[src/sv/pgm_pkg.sv]
package pgm_pkg;

    localparam int MAX_LOG2_SIZE_DEF = 8;
    localparam int CFG_W = 4;
    localparam int CFG_IDX_W = 2;
    localparam int LG_W = 5;
    localparam int S_W = 32;
    localparam int X_W = 32;
    localparam int FRAC_BITS = 30;
    localparam int NUM_W = X_W + FRAC_BITS;
    localparam int QUEUE_DEPTH = 4;

    localparam logic [63:0] PI_Q60 = 64'h3243F6A8885A308D;
    localparam logic [63:0] ONE_Q30 = 64'h0000_0000_4000_0000;

    typedef enum logic [CFG_IDX_W-1:0] {
        REG_LOG2_OUTER  = 2'd0,
        REG_LOG2_MIDDLE = 2'd1,
        REG_LOG2_INNER  = 2'd2
    } cfg_reg_t;

    // Work item handed from the front end to the divider pipeline.
    typedef struct packed {
        logic            dc;
        logic [S_W-1:0]  s;
        logic [LG_W-1:0] lg;
        logic [X_W-1:0]  re;
        logic [X_W-1:0]  im;
    } fe_item_t;

    // One stage of the divider pipeline.
    typedef struct packed {
        logic             dc;
        logic             neg_re;
        logic             neg_im;
        logic [X_W-1:0]   mag_re;
        logic [X_W-1:0]   mag_im;
        logic [S_W-1:0]   s;
        logic [LG_W-1:0]  lg;
        logic [S_W-1:0]   rem_re;
        logic [S_W-1:0]   rem_im;
        logic [NUM_W-1:0] q_re;
        logic [NUM_W-1:0] q_im;
    } div_st_t;

    // sin^2(pi*k/2^max_lg) in Q2.30; evaluated at elaboration only.
    function automatic logic [63:0] sin2_q30(input int unsigned k, input int unsigned max_lg);
        logic [63:0] x;
        logic [63:0] x2;
        logic [63:0] term;
        logic [63:0] s;
        logic signed [63:0] sum;
        int unsigned sh;
        sh = max_lg + 10;
        x = ((PI_Q60 >> 20) * 64'(k) + (64'd1 << (sh - 1))) >> sh;
        x2 = (x * x + (64'd1 << 29)) >> 30;
        term = x;
        sum = signed'(x);
        for (int i = 1; i <= 7; i++) begin
            term = ((term * x2) >> 30) / 64'((2 * i) * (2 * i + 1));
            if ((i % 2) == 1) sum = sum - signed'(term);
            else sum = sum + signed'(term);
        end
        if (sum < 0) sum = 0;
        s = unsigned'(sum);
        if (s > ONE_Q30) s = ONE_Q30;
        return (s * s + (64'd1 << 29)) >> 30;
    endfunction

endpackage

[src/sv/pgm_queue.sv]
module pgm_queue (
    input  logic              aclk,
    input  logic              aresetn,
    input  logic              wr_en,
    input  pgm_pkg::fe_item_t wr_item,
    input  logic              rd_en,
    output pgm_pkg::fe_item_t rd_item,
    output logic              full,
    output logic              empty
);
    import pgm_pkg::*;

    localparam int PW = $clog2(QUEUE_DEPTH);

    fe_item_t          mem [QUEUE_DEPTH];
    logic [PW-1:0]     wp_reg, rp_reg;
    logic [PW:0]       cnt_reg, cnt_next;

    assign full = (cnt_reg == (PW+1)'(QUEUE_DEPTH));
    assign empty = (cnt_reg == '0);
    assign rd_item = mem[rp_reg];

    always_comb begin
        cnt_next = cnt_reg;
        if (wr_en && !rd_en) cnt_next = cnt_reg + 1'b1;
        else if (!wr_en && rd_en) cnt_next = cnt_reg - 1'b1;
    end

    always_ff @(posedge aclk) begin
        if (!aresetn) begin
            wp_reg <= '0;
            rp_reg <= '0;
            cnt_reg <= '0;
        end else begin
            if (wr_en) wp_reg <= wp_reg + 1'b1;
            if (rd_en) rp_reg <= rp_reg + 1'b1;
            cnt_reg <= cnt_next;
        end
    end

    always_ff @(posedge aclk) begin
        if (wr_en) mem[wp_reg] <= wr_item;
    end
endmodule

[config.mk]
export PLATFORM = sky130hd
export DESIGN_NAME = pgm_queue
export DESIGN_NICKNAME = d
export VERILOG_FILES = /design/src/sv/pgm_pkg.sv /design/src/sv/pgm_queue.sv
export SDC_FILE = /design/constraint.sdc
export NUM_CORES = 1
export LEC_CHECK = 0
export BUFFER_PORTS_ARGS = -buffer_cell sky130_fd_sc_hd__buf_2
export CAP_MARGIN = 5
export CORE_UTILIZATION = 55
export DETAILED_ROUTE_END_ITERATION = 8
export GPL_ROUTABILITY_DRIVEN = 0
export MAX_ROUTING_LAYER = met4
export PLACE_DENSITY = 0.77
export SLEW_MARGIN = 20
export SYNTH_ARGS = -nofsm -noshare
export SYNTH_HDL_FRONTEND = slang
export SYNTH_SLANG_ARGS = --single-unit
[constraint.sdc]
create_clock -name aclk -period 6.7 [get_ports aclk]
set_clock_uncertainty 0.2 [all_clocks]
set_input_delay 1.005 -clock aclk [delete_from_list [all_inputs] [get_ports aclk]]
set_output_delay 1.005 -clock aclk [all_outputs]
set_load 0.05 [all_outputs]
==> results.json, run 1 <==
{
  "status": "completed",
  "core_um2": 27000,
  "period_minus_slack_ns": 4.13,
  "cts_setup_buffers": 0,
  "dieHeight_um": 168,
  "holdCritPathClass": "register to register",
  "initial_utilization_pct": 56.1,
  "setup_violations": 0,
  "cts_hold_buf": 0,
  "leakagePower_nw": 5.99,
  "finalSetupTns_ns": 0,
  "power.density_nw_per_um2": 335,
  "grt_pass1_vias": 7402,
  "postPlaceCellArea_um2": 16500,
  "drive_gt1_share_pct": 44.3,
  "dpl.hpwl_um": 15700,
  "clockRootBuffer": "clkbuf_16",
  "drc": 0,
  "end_kind": "primary output",
  "die_area_um2": 28200,
  "htreeDepth": 2,
  "ys_warn_count": 0,
  "final_hold_viol_count": 0,
  "synth_nets": 687,
  "layout.cells.most_common_list": "edfxtp_1 (408), buf_2 (209), mux4_2 (102)",
  "antenna_left": 0,
  "antenna_found_initial": 6,
  "viasPerCell": 5.68,
  "fmax_ghz": 0.242,
  "cts_tree": "done",
  "fin_util_pct": 65.9,
  "row_count": 60,
  "clock_sinks": 417,
  "wire_per_inst_um": 22.7,
  "die_x_um": 168,
  "largest_reg_flops": 408,
  "worstPathRequired_ns": 5.49,
  "numPortBuffers": 209,
  "worstPathArrival_ns": 2.93,
  "synth_seq_cells": 417,
  "drv_slew": 0,
  "cts_buffers": 42,
  "postSynthAreaPerCell_um2": 26.4,
  "cts_max_path_buffers": 3,
  "grt_max_degree": 65,
  "clk-insertion-delay-late_ns": 0.51,
  "netlist_area_um2": 15200,
  "synthDistinctLibCells": 20,
  "drt-initial-drc-count": 595,
  "fin_nets": 924,
  "hold_slack_ns": 0.354,
  "vias": 6773,
  "ios": 210,
  "syn_inst": 575,
  "cts.clk_slew.worst_paths_ns": 0.06,
  "grt_usage_pct": 20.5,
  "peakVddDrop_mv": 0.253,
  "worstMarginPinSlew_ns": 0.995,
  "grt_pass1_wl_um": 41800,
  "ys_seq_area_share_pct": 82.0,
  "rsz0062_at_grt": "false",
  "max_cap_violations": 0,
  "slew_headroom_pct": 33.7,
  "synthToLayoutAreaGrowth_pct": 17.6,
  "fin_crit_sh_pct": 61.7,
  "routed_wl_um": 27000,
  "cp_max_fo": 60,
  "crit_path_start_kind": "register",
  "final_common_cell": "edfxtp_1",
  "path_class": "register to primary output",
  "cts_resized": 0,
  "grt_overflow_total": 0,
  "final_area_um2": 17800,
  "drtPass1Iterations": 5
}
[per-stage QoR]
step / std cells / power [mW] / worst slack (ns)
floorplan: 575 / 3.72 / 2.67
global placement: 1109 / 3.90 / 3.13
detailed placement: 1109 / 3.93 / 3.10
CTS: 1185 / 6.03 / 2.52
global route: 1191 / 6.17 / 2.43
finish: 1193 / 5.98 / 2.57
[synth_stat cells]
cell / instances / area share [%]
nor3_1: 1 / 0.033
or3_1: 1 / 0.041
a21boi_0: 1 / 0.050
mux2i_1: 2 / 0.13
xor2_1: 3 / 0.17
and2_1: 9 / 0.37
buf_6: 9 / 0.67
o21ai_0: 1 / 0.033
nor3b_1: 1 / 0.050
edfxtp_1: 408 / 81
clkbuf_1: 3 / 0.074
buf_2: 10 / 0.33
xnor2_1: 2 / 0.12
dfxtp_1: 9 / 1.2
mux4_2: 102 / 15
nand2_1: 1 / 0.025
fa_1: 1 / 0.13
nor2b_1: 2 / 0.083
inv_1: 4 / 0.099
ha_1: 5 / 0.41
[routing by layer]
metal / GRT usage (%) / part of all wire (%)
met5: - / 0
met4: 5.50 / 1.9
met3: 5.57 / 8.3
met2: 32.8 / 49
met1: 26.4 / 41
[area by class of cell]
class / instances / area, um2
flip-flops and latches: 417 / 12400
fillers: 1785 / 9210
multi-input cells: 132 / 2560
clock buffers: 55 / 1160
repair buffers: 215 / 1100
well taps: 341 / 427
clock inverters: 21 / 92.6
diodes: 8 / 20.0
inverters: 4 / 15.0
[critical path, cell delays in order (launching register included)]
cell	delay (ns)
dfxtp_4	0.93
buf_4	0.69
mux4_2	0.46
buf_2	0.24
[where the power goes]
| part | total (mW) | switching (mW) | leakage [nW] | internal [mW] |
|---|---|---|---|---|
| clock | 2.11 | 0.893 | 0.616 | 1.22 |
| combinational | 0.809 | 0.567 | 1.55 | 0.243 |
| sequential | 3.06 | 0.0567 | 3.82 | 3.00 |
[cell families (layout without fill, tap and decap cells)]
| family | count (synthesis) | in the layout | synth area share, % |
|---|---|---|---|
| flip-flops | 417 | 417 | 82.0 |
| multiplexers | 104 | 104 | 15.3 |
| buffers and inverters | 26 | 295 | 1.17 |
| AND/OR/NAND/NOR | 15 | 15 | 0.603 |
| adder cells (fa/ha/maj) | 6 | 6 | 0.545 |
| XOR/XNOR | 5 | 5 | 0.289 |
| AO/OA/AOI/OAI | 2 | 2 | 0.0825 |
| other | 0 | 8 | 0 |
[worst paths after layout]
| path | startpoint | cells past startpoint | slack, ns | to |
|---|---|---|---|---|
| setup reg to reg | wp_reg[0]$_SDFFE_PN0P_ | 4 | 4.05 | mem[2][40]$_DFFE_PP_ |
| hold / removal | cnt_reg[2]$_SDFFE_PN0P_ | 2 | 0.35 | cnt_reg[2]$_SDFFE_PN0P_ |
| hold reg to reg | cnt_reg[2]$_SDFFE_PN0P_ | 2 | 0.35 | cnt_reg[2]$_SDFFE_PN0P_ |
| setup / recovery | register | 3 | 2.57 | rd_item[38] |
No activity file was read; power rests on OpenSTA's default activity.
==> run 2, diff against run 1 <==
- clock period: 6.7 -> 4 ns (I/O delays scaled with it)
==> run 2 against run 1 <==
Worst setup slack lost 1.8 ns. Clock power grew 73%. Sequential cell count is the same. Core utilization grew 0.47 points. Worst hold slack lost 0.26 ns. Critical endpoint is now rd_item[4]. Largest power group unchanged.
==> results.json, run 2 (same netlist as run 1, synthesis figures left out) <==
{
  "vias": 6841,
  "period_minus_slack_ns": 3.25,
  "worstPathArrival_ns": 2.45,
  "grt_usage_pct": 20.8,
  "holdPathStages": 1,
  "ios": 210,
  "drv_slew": 0,
  "max_cap_violations": 0,
  "worstPathCellList": "buf_12 > mux4_2 > buf_2",
  "die_x_um": 168,
  "routed_wl_um": 27500,
  "final_hold_viol_count": 0,
  "final_area_um2": 17900,
  "postPlaceCellArea_um2": 16600,
  "power.density_nw_per_um2": 565,
  "final_common_cell": "edfxtp_1",
  "setup_ws_ns": 0.750,
  "drc": 0,
  "cts_max_path_buffers": 3,
  "switching_share_pct": 25.2,
  "drive_gt1_share_pct": 45.6,
  "cp_max_fo": 45,
  "p_seq_share_pct": 50.4,
  "initial_utilization_pct": 56.1,
  "grt_pass1_vias": 7443,
  "cp_num_buf_inv": 2,
  "wire_per_inst_um": 23.0,
  "clkPwrFrac_pct": 36.0,
  "holdCritPathClass": "input pin to register",
  "numPortBuffers": 209,
  "synthToLayoutAreaGrowth_pct": 18.4,
  "path_delay_family": "flip-flops",
  "dieHeight_um": 168,
  "fillerInstances": 1686,
  "layout.cells.most_common_list": "edfxtp_1 (408), buf_2 (209), mux4_2 (102)",
  "grt_pass1_wl_um": 42200,
  "fin_crit_sh_pct": 81.2,
  "drt-initial-drc-count": 617,
  "r2r_slack_ns": 1.80,
  "cts_hold_buf": 0,
  "leakagePower_nw": 6.04,
  "rsz0062_at_grt": "false",
  "cts.clk_slew.worst_paths_ns": 0.06,
  "largest_reg_flops": 408,
  "worstMarginPinSlew_ns": 0.831,
  "viasPerCell": 5.73,
  "status": "completed",
  "antenna_found_initial": 9,
  "end_kind": "primary output",
  "worst_path_max_delay_cell": "dfxtp_4",
  "row_count": 60,
  "clk-insertion-delay-late_ns": 0.52,
  "combPwrFrac_pct": 13.7,
  "peakVddDrop_mv": 0.490,
  "clock_sinks": 417,
  "cts_resized": 0,
  "die_area_um2": 28200,
  "cts_buffers": 42,
  "switchingPower_mw": 2.56,
  "grt_overflow_total": 0,
  "worstPathRequired_ns": 3.20,
  "core_um2": 27000,
  "fmax_ghz": 0.308,
  "antenna_left": 0,
  "r2r-start": "wp_reg[0]$_SDFFE_PN0P_",
  "min_from": "wr_item[101]",
  "crit_path_start_kind": "register",
  "htreeDepth": 2,
  "clockRootBuffer": "clkbuf_16",
  "place_ws_ns": 1.26,
  "fin_nets": 926,
  "slew_headroom_pct": 44.6,
  "dpl.hpwl_um": 16200,
  "path_class": "register to primary output",
  "grt_max_degree": 61,
  "cts_setup_buffers": 0,
  "hold_path_end": "mem[3][101]$_DFFE_PP_",
  "fin_util_pct": 66.4,
  "drtPass1Iterations": 4,
  "finalSetupTns_ns": 0,
  "slowest_delay_ns": 0.66,
  "setup_violations": 0,
  "reg2reg_to": "mem[3][44]$_DFFE_PP_",
  "cts_tree": "done",
  "intPower_mw": 7.58,
  "reg2reg_depth": 3
}
-- run 2: worst max-delay path by stage --
stage	start	end	slack [ns]	cells after the start
2_1_floorplan	wr_en	mem[0][0]$_DFFE_PP_	0.37	1
3_3_place_gp	register	rd_item[98]	1.26	3
3_5_place_dp	register	rd_item[47]	1.26	3
4_1_cts	register	rd_item[4]	0.66	3
5_1_grt	register	rd_item[4]	0.59	3
6_report	register	rd_item[4]	0.75	3
-- run 2: area by class of cell --
type | count | area (um2) | share of cell area [%]
clock buffers | 56 | 1140 | 6.38
repair buffers | 217 | 1190 | 6.65
clock inverters | 18 | 146 | 0.816
inverters | 4 | 15.0 | 0.0837
well taps | 341 | 427 | 2.38
multi-input cells | 132 | 2560 | 14.3
diodes | 9 | 22.5 | 0.125
flip-flops and latches | 417 | 12400 | 69.3
-- run 2: metal layers --
metal	vias up	wire length [um]	track usage (%)
met2	256	13900	33.8
li1	2970	-	-
met5	-	0	-
met4	0	463	5.46
met1	3573	10700	25.7
met3	42	2400	6.23
-- run 2: metrics by stage --
stage	hold WS, ns	instances	power [mW]
finish	0.0915	1194	10.1
global route	0.0730	1194	10.5
CTS	0.0647	1185	10.2
detailed placement	0.346	1111	6.59
global placement	0.282	1111	6.55
floorplan	0.272	575	6.23
-- run 2: power groups by stage --
| stage | registers [mW] | logic [mW] | clock network, mW |
|---|---|---|---|
| 2_1_floorplan | 5.16 | 1.07 | 0 |
| 3_3_place_gp | 5.18 | 1.37 | 0 |
| 3_5_place_dp | 5.20 | 1.39 | 0 |
| 4_1_cts | 5.11 | 1.40 | 3.71 |
| 5_1_grt | 5.13 | 1.45 | 3.88 |
| 6_report | 5.11 | 1.38 | 3.65 |
-- run 2: worst register-to-register path, cell delays in order, from the launching register on --
cell	delay [ns]
dfxtp_1	0.39
ha_1	0.17
and2_4	0.60
buf_12	0.39
